`src/rtl/core/rfwa_pkg.sv`:
```
`default_nettype none
package rfwa_pkg;

  // Window geometry
  localparam int MAX_WINDOW = 128;
  localparam int WIN_AW     = $clog2(MAX_WINDOW);
  localparam int CNT_W      = $clog2(MAX_WINDOW + 1);

  // Field widths
  localparam int SAMPLE_W = 16;
  localparam int FILT_W   = 19;
  localparam int NORM_W   = 24;
  localparam int HELD_W   = 8;
  localparam int COEF_W   = 16;
  localparam int LOW_W    = 20;
  localparam int INV_W    = 40;
  localparam int LEN_W    = 8;

  // Arithmetic widths
  localparam int SUM_W     = 32;
  localparam int DIV_CNT_W = $clog2(SUM_W);
  localparam int MUL_W     = 21;
  localparam int PROD_W    = 2 * MUL_W;
  localparam int ACC_W     = 62;
  localparam int INV_SPLIT = INV_W / 2;
  localparam int COEF_ONE  = 32768;
  localparam int FB_SHIFT  = 15;
  localparam int NORM_SHIFT = 16;

  localparam logic [FILT_W-1:0] FB_MAX   = {FILT_W{1'b1}};
  localparam logic [NORM_W-1:0] NORM_MAX = {1'b0, {(NORM_W-1){1'b1}}};
  localparam logic [NORM_W-1:0] NORM_MIN = {1'b1, {(NORM_W-1){1'b0}}};

  // Configuration port
  localparam int CFG_IDX_W  = 3;
  localparam int CFG_DATA_W = 40;
  localparam logic [CFG_IDX_W-1:0] CFG_WINDOW_LENGTH      = 3'd0;
  localparam logic [CFG_IDX_W-1:0] CFG_AVERAGE_COUNT      = 3'd1;
  localparam logic [CFG_IDX_W-1:0] CFG_FILTER_COEFFICIENT = 3'd2;
  localparam logic [CFG_IDX_W-1:0] CFG_LOW_VALUE          = 3'd3;
  localparam logic [CFG_IDX_W-1:0] CFG_INVERSE_RANGE      = 3'd4;

  localparam logic [LEN_W-1:0]  RST_WINDOW_LENGTH = 8'd100;
  localparam logic [LEN_W-1:0]  RST_AVERAGE_COUNT = 8'd0;
  localparam logic [COEF_W-1:0] RST_FILTER_COEF   = 16'h828F;  // -32113
  localparam logic [LOW_W-1:0]  RST_LOW_VALUE     = 20'd0;
  localparam logic [INV_W-1:0]  RST_INVERSE_RANGE = 40'h01_0000_0000;

  // Item kinds
  localparam logic KIND_SAMPLE = 1'b0;
  localparam logic KIND_CLEAR  = 1'b1;

  // Multiplier operand selects
  localparam logic [1:0] MUL_X_A  = 2'd0;
  localparam logic [1:0] MUL_A_FB = 2'd1;
  localparam logic [1:0] MUL_D_LO = 2'd2;
  localparam logic [1:0] MUL_D_HI = 2'd3;

  // Window read address selects
  localparam logic RD_OLDEST = 1'b0;
  localparam logic RD_NEWEST = 1'b1;

  typedef struct packed {
    logic                       kind;
    logic signed [SAMPLE_W-1:0] sample;
  } in_item_t;

  typedef struct packed {
    logic        [FILT_W-1:0] filtered_value;
    logic signed [NORM_W-1:0] normalized_value;
    logic signed [NORM_W-1:0] window_average;
    logic        [HELD_W-1:0] held_count;
  } out_item_t;

  typedef struct packed {
    logic       clear;
    logic       load_in;
    logic [1:0] mul_sel;
    logic       acc_load;
    logic       acc_add;
    logic       acc_add_hi;
    logic       abs_load;
    logic       fb_load;
    logic       norm_load;
    logic       rd_sel;
    logic       evict;
    logic       push;
    logic       avg_setup;
    logic       ps_acc;
    logic       div_init;
    logic       div_step;
    logic       div_fin;
    logic       out_load;
  } dp_cmd_t;

  typedef struct packed {
    logic full;
    logic over_limit;
    logic sum_all;
    logic ps_last;
  } dp_status_t;

endpackage
`default_nettype wire

```
`src/rtl/core/rfwa_ctrl.sv`:
```
`default_nettype none
module rfwa_ctrl import rfwa_pkg::*; (
  input  logic       clk,
  input  logic       rst_n,
  input  logic       in_valid,
  input  logic       in_kind,
  input  logic       out_ready,
  input  dp_status_t status,
  output logic       in_ready,
  output logic       out_valid,
  output dp_cmd_t    cmd
);

  localparam logic [4:0] S_IDLE   = 5'd0;
  localparam logic [4:0] S_M0     = 5'd1;
  localparam logic [4:0] S_M1     = 5'd2;
  localparam logic [4:0] S_M2     = 5'd3;
  localparam logic [4:0] S_ABS1   = 5'd4;
  localparam logic [4:0] S_FB     = 5'd5;
  localparam logic [4:0] S_M3     = 5'd6;
  localparam logic [4:0] S_M4     = 5'd7;
  localparam logic [4:0] S_M5     = 5'd8;
  localparam logic [4:0] S_ABS2   = 5'd9;
  localparam logic [4:0] S_NORM   = 5'd10;
  localparam logic [4:0] S_CHK    = 5'd11;
  localparam logic [4:0] S_RD_EV  = 5'd12;
  localparam logic [4:0] S_SUB_EV = 5'd13;
  localparam logic [4:0] S_WRITE  = 5'd14;
  localparam logic [4:0] S_TRIM   = 5'd15;
  localparam logic [4:0] S_RD_TR  = 5'd16;
  localparam logic [4:0] S_SUB_TR = 5'd17;
  localparam logic [4:0] S_AVG    = 5'd18;
  localparam logic [4:0] S_RD_PS  = 5'd19;
  localparam logic [4:0] S_ACC_PS = 5'd20;
  localparam logic [4:0] S_DIVI   = 5'd21;
  localparam logic [4:0] S_DIV    = 5'd22;
  localparam logic [4:0] S_DFIN   = 5'd23;
  localparam logic [4:0] S_DONE   = 5'd24;

  logic [4:0]           state_r, state_nxt;
  logic [DIV_CNT_W-1:0] div_cnt_r, div_cnt_nxt;
  logic                 out_valid_r, out_valid_nxt;

  assign in_ready  = (state_r == S_IDLE);
  assign out_valid = out_valid_r;

  always_comb begin
    cmd         = '0;
    state_nxt   = state_r;
    div_cnt_nxt = div_cnt_r;
    case (state_r)
      S_IDLE: begin
        if (in_valid) begin
          cmd.load_in = 1'b1;
          if (in_kind == KIND_CLEAR) begin
            cmd.clear = 1'b1;
            state_nxt = S_DONE;
          end else begin
            state_nxt = S_M0;
          end
        end
      end
      S_M0: begin
        cmd.mul_sel = MUL_X_A;
        state_nxt   = S_M1;
      end
      S_M1: begin
        cmd.mul_sel  = MUL_A_FB;
        cmd.acc_load = 1'b1;
        state_nxt    = S_M2;
      end
      S_M2: begin
        cmd.acc_add = 1'b1;
        state_nxt   = S_ABS1;
      end
      S_ABS1: begin
        cmd.abs_load = 1'b1;
        state_nxt    = S_FB;
      end
      S_FB: begin
        cmd.fb_load = 1'b1;
        state_nxt   = S_M3;
      end
      S_M3: begin
        cmd.mul_sel = MUL_D_LO;
        state_nxt   = S_M4;
      end
      S_M4: begin
        cmd.mul_sel  = MUL_D_HI;
        cmd.acc_load = 1'b1;
        state_nxt    = S_M5;
      end
      S_M5: begin
        cmd.acc_add_hi = 1'b1;
        state_nxt      = S_ABS2;
      end
      S_ABS2: begin
        cmd.abs_load = 1'b1;
        state_nxt    = S_NORM;
      end
      S_NORM: begin
        cmd.norm_load = 1'b1;
        state_nxt     = S_CHK;
      end
      S_CHK: begin
        state_nxt = status.full ? S_RD_EV : S_WRITE;
      end
      S_RD_EV: begin
        cmd.rd_sel = RD_OLDEST;
        state_nxt  = S_SUB_EV;
      end
      S_SUB_EV: begin
        cmd.evict = 1'b1;
        state_nxt = S_WRITE;
      end
      S_WRITE: begin
        cmd.push  = 1'b1;
        state_nxt = S_TRIM;
      end
      S_TRIM: begin
        state_nxt = status.over_limit ? S_RD_TR : S_AVG;
      end
      S_RD_TR: begin
        cmd.rd_sel = RD_OLDEST;
        state_nxt  = S_SUB_TR;
      end
      S_SUB_TR: begin
        cmd.evict = 1'b1;
        state_nxt = S_TRIM;
      end
      S_AVG: begin
        cmd.avg_setup = 1'b1;
        state_nxt     = status.sum_all ? S_DIVI : S_RD_PS;
      end
      S_RD_PS: begin
        cmd.rd_sel = RD_NEWEST;
        state_nxt  = S_ACC_PS;
      end
      S_ACC_PS: begin
        cmd.ps_acc = 1'b1;
        state_nxt  = status.ps_last ? S_DIVI : S_RD_PS;
      end
      S_DIVI: begin
        cmd.div_init = 1'b1;
        div_cnt_nxt  = '0;
        state_nxt    = S_DIV;
      end
      S_DIV: begin
        cmd.div_step = 1'b1;
        if (div_cnt_r == DIV_CNT_W'(SUM_W - 1)) state_nxt = S_DFIN;
        else div_cnt_nxt = div_cnt_r + DIV_CNT_W'(1);
      end
      S_DFIN: begin
        cmd.div_fin = 1'b1;
        state_nxt   = S_DONE;
      end
      S_DONE: begin
        if (!out_valid_r || out_ready) begin
          cmd.out_load = 1'b1;
          state_nxt    = S_IDLE;
        end
      end
      default: state_nxt = S_IDLE;
    endcase
  end

  always_comb begin
    if (cmd.out_load) out_valid_nxt = 1'b1;
    else if (out_ready) out_valid_nxt = 1'b0;
    else out_valid_nxt = out_valid_r;
  end

  always_ff @(posedge clk) begin
    if (!rst_n) begin
      state_r     <= S_IDLE;
      div_cnt_r   <= '0;
      out_valid_r <= 1'b0;
    end else begin
      state_r     <= state_nxt;
      div_cnt_r   <= div_cnt_nxt;
      out_valid_r <= out_valid_nxt;
    end
  end

  a_no_overwrite: assert property (@(posedge clk) disable iff (!rst_n)
    cmd.out_load |-> (!out_valid_r || out_ready))
    else $error("result register loaded while an item is pending");

  a_trim_done: assert property (@(posedge clk) disable iff (!rst_n)
    state_r == S_AVG |-> !status.over_limit)
    else $error("averaging started with window over its length");

  a_room_on_push: assert property (@(posedge clk) disable iff (!rst_n)
    state_r == S_WRITE |-> !status.full)
    else $error("push into a full window");

endmodule
`default_nettype wire

```
`config.mk`:
```
export PLATFORM = sky130hd
export DESIGN_NAME = rfwa_ctrl
export DESIGN_NICKNAME = d
export VERILOG_FILES = /design/src/rtl/core/rfwa_pkg.sv /design/src/rtl/core/rfwa_ctrl.sv
export SDC_FILE = /design/constraint.sdc
export NUM_CORES = 1
export LEC_CHECK = 0
export BUFFER_PORTS_ARGS = -buffer_cell sky130_fd_sc_hd__buf_2
export CAP_MARGIN = 10
export CORE_MARGIN = 2
export CORE_UTILIZATION = 45
export DETAILED_ROUTE_END_ITERATION = 10
export HOLD_SLACK_MARGIN = 0.06
export MAX_ROUTING_LAYER = met4
export PLACE_DENSITY = 0.7
export SLEW_MARGIN = 15
export SYNTH_ARGS = -nofsm -noshare
export SYNTH_HDL_FRONTEND = slang
export SYNTH_SLANG_ARGS = --single-unit
```
`constraint.sdc`:
```
create_clock -name clk -period 4.06 [get_ports clk]
set_input_delay 0.609 -clock clk [delete_from_list [all_inputs] [get_ports clk]]
set_output_delay 0.609 -clock clk [all_outputs]
set_load 0.01 [all_outputs]
```
# == After elaboration in Yosys (flattened, before gate mapping) ==
# Index checks and enable logic that the tools add are counted.
# totals
reg_bits,11
word_cells,77
# classes
add_sub_neg,1
n_eq_ne,29
mux,33
reduce_logical,11
# ops
operator,n
5-bit case mux with 24 select lines,1
5-bit equality test (second input constant),10
5-bit by 4-bit equality test with 1-bit output (second input constant),8
5-bit two-way mux,5
5-bit by 3-bit equality test with 1-bit output (second input constant),4
1-bit two-way mux,19
5-bit by 2-bit equality test with 1-bit output (second input constant),2
5-bit case mux with 2 select lines,1
2-bit two-way mux,4
2-bit != test (second input constant),4
2-bit OR reduction,4
3-bit two-way mux,2
2-bit case mux with 3 select lines,1
5-bit by 1-bit adder with 5-bit output (second input constant),1
5-bit by 1-bit equality test with 1-bit output (second input constant),1
5-bit zero test,1
2-bit nonzero test,2
3-bit AND reduction,1
2-bit AND reduction,1
1-bit zero test,1
1-bit logical OR,1

# == Depth between registers and ports, before layout ==
# logic_depth
ltp_word,5
ltp_mapped,7

# == Worst setup path before layout ==
# No wires, ideal clock.
# synth_timing
path_type,register -> output
start,register state_r[2]
end,output cmd[18] in the netlist's numbering
arrival_time_ns,1.228
required_time_ns,3.451
path_slack_ns,2.223
stages_incl_launch_ff,4
path_cell_list,dfxtp_1 -> or3_1 -> nor2_1 -> and3_1
# synth_rtl
element,line_no,rtl
"start, declared",rfwa_ctrl.sv:40,"logic [4:0] state_r, state_nxt;"
"start signal, assigned",rfwa_ctrl.sv:179,state_r <= state_nxt;
"end, declared",rfwa_ctrl.sv:11,output dp_cmd_t cmd

==> results.tsv <==
metric	value	unit
max_cap viols	0	
first-pass GRT wire length	3570	µm
outcome	completed	
io pins	30	
final non-filler cell total	174	
number of buffers created by CTS	3	
Synth Flop Type	dfxtp_1	
endpoints failing hold	0	
Hold Path Class	reg -> reg	
storage element area	220	µm²
Overflow after GRT	0	
R2R setup slack	2210	ps
share of synthesized flip-flops with an asynchronous set or reset	0	
CP required	3450	ps
fin area	0.00109	mm²
TritonCTS clock tree	yes	
CP endpoint kind	output pin	
Min-Delay Path Depth	2	
Rows	16	
CTS sink cnt	11	
largest net degree at the start of global routing	23	
Starting Density	0.482	
n_diodes	0	
area leader, netlist	dfxtp_1	
worst-skew pair later-pin latency	280	ps
CTS root buf	clkbuf_4	
worst-margin pin slew	704	ps
pwr dens	633	mW/mm²
DP Area	0.00107	mm²
cell area after synthesis	965	µm²
largest cells by area after synthesis	dfxtp_1 23%, nor2b_1 6.5%, nor2_1 5.4%	
RSZ-0062 raised after global routing	no	
Critical Path Start Type	flip-flop	
Layout Utilization	0.547	
share of layout cells above drive strength 1	0.265	
reg2reg path depth	4	
area growth from synthesis to layout	13.5	%
Crit Path Category	reg -> out	
Final Power	0.693	mW
post-synthesis register bit count	11	
hold_sp	div_cnt_r[3]	
Slew Viols, Final	0	
worst hold endpoint	div_cnt_r[3]	
Post-synth EDFFs	0	
Clk pin slew, worst setup/hold paths	80	ps
Synth Area per Inst	7.66	µm²
yosys synthesis warning count	0	
crit path DAT	1830	ps
Fill cells	203	
Die ar.	0.00253	mm²
Worst setup startpoint	state_r[1]	
crit share post-route	0.600	
Gates resized, CTS repair	0	
WHS	522	ps
Post-Route WL	2310	µm
die height	50.3	µm
nets	159	
DR vias	968	
area of the multi-input gates	654	µm²
Die Width	50.3	µm
routability cong.	0.946	
IO buf count	29	
TNS Setup	0	ps
Worst Clk Skew	10.5	ps
Post-Syn Nets	137	
CTS Buffer Depth	2	
Yosys top cell area share	0.228	
FF-to-FF End	state_r[4]	
WL/cell	13.3	µm
Vias per Instance	5.56	
initial antenna violation count	0	
GRT Total Usage	0.189	
vias in the first global route	834	
core footprint	0.00200	mm²
reg2reg start	state_r[1]	
Syn Inst Count	126	
crit-path max FO	21	
CTS H-tree depth	1	
dpl cells	170	
Yosys cell types	45	
post-route ant nets	0	
hold buffers post-CTS	0	
relative slew slack	0.530	
Lkg Pwr	0.472	nW
Seq/Total Area, Yosys	0.228	
drt first pass iters	4	
final setup violating endpoints	0	
dpl hpwl	1700	µm
final worst setup slack	1620	ps
DRC Markers	0	
postcts setup bufs	0	
max frequency	411	MHz
Worst VDD drop	0.497	mV
First DRT Iteration DRCs	27	
Place WS	1960	ps
min Tclk post-route	2440	ps
## how the worst max path moves through the flow
stage               endpoint  cells after the start
floorplan            cmd[18]                      3
global placement     cmd[18]                      4
global route         cmd[18]                      4
detailed placement   cmd[18]                      4
finish               cmd[18]                      4
CTS                  cmd[18]                      4
## worst max-delay path: stages (launching register included)
cell and delay [ps]:
dfxtp_1 700, or2_1 400, nor2_1 120, and3_1 190
buf_2 130
## cell usage in the layout, fill, tap and decap left out, types with 2 or more instances in the layout
cell type / n
nand2b_1: 4
a22oi_1: 2
a31oi_1: 2
nand3_1: 8
o32ai_1: 2
mux2i_1: 2
a21oi_1: 9
nor3b_1: 2
nor2b_1: 10
ha_1: 2
o21a_1: 2
nor3_1: 5
xnor2_1: 2
dfxtp_1: 11
nand2_1: 5
clkbuf_4: 3
o21ai_0: 4
and2_1: 2
and3_1: 2
buf_2: 29
nor2_1: 14
inv_1: 4
## final cells by class
cell class,instances,area share
Multi-Input combinational cell,99,0.598
Sequential cell,11,0.201
Tap cell,27,0.0309
Timing Repair Buffer,29,0.133
Inverter,4,0.0137
Clock buffer,4,0.0240
## cell usage after synthesis (4+ instances only)
cell / count
a21oi_1: 9
buf_2: 6
dfxtp_1: 11
inv_1: 4
nand2_1: 5
nand2b_1: 4
nand3_1: 8
nor2_1: 14
nor2b_1: 10
nor3_1: 5
o21ai_0: 4
## power by group
part / total [mW] / internal, mW / switching (mW)
logic: 0.384 / 0.163 / 0.221
registers: 0.229 / 0.131 / 0.0982
clock network: 0.0797 / 0.0381 / 0.0416
total: 0.693 / 0.332 / 0.361
## sequential cells by signal, indices dropped and copies added, names as in the netlist
register	flops
div_cnt_r	5
state_r	5
out_valid	1
## routing by layer
| metal | up-vias | track usage | wire (µm) |
|---|---|---|---|
| li1 | 488 | - | - |
| met1 | 438 | 0.256 | 1120 |
| met2 | 38 | 0.274 | 1010 |
| met3 | 4 | 0.0476 | 162 |
| met4 | 0 | 0.0631 | 23 |
| met5 | - | - | 0 |
## kinds of logic (layout without fill, tap and decap cells)
logic type,Yosys count,count (layout),synth area share
flops,11,11,0.228
buf+inv,16,37,0.0934
mux,2,2,0.0208
xor+xnor,3,3,0.0272
fa+ha+maj,2,2,0.0259
compound gates,28,28,0.210
simple gates,64,64,0.394
Note: power is estimated with default switching activity, not from simulation.
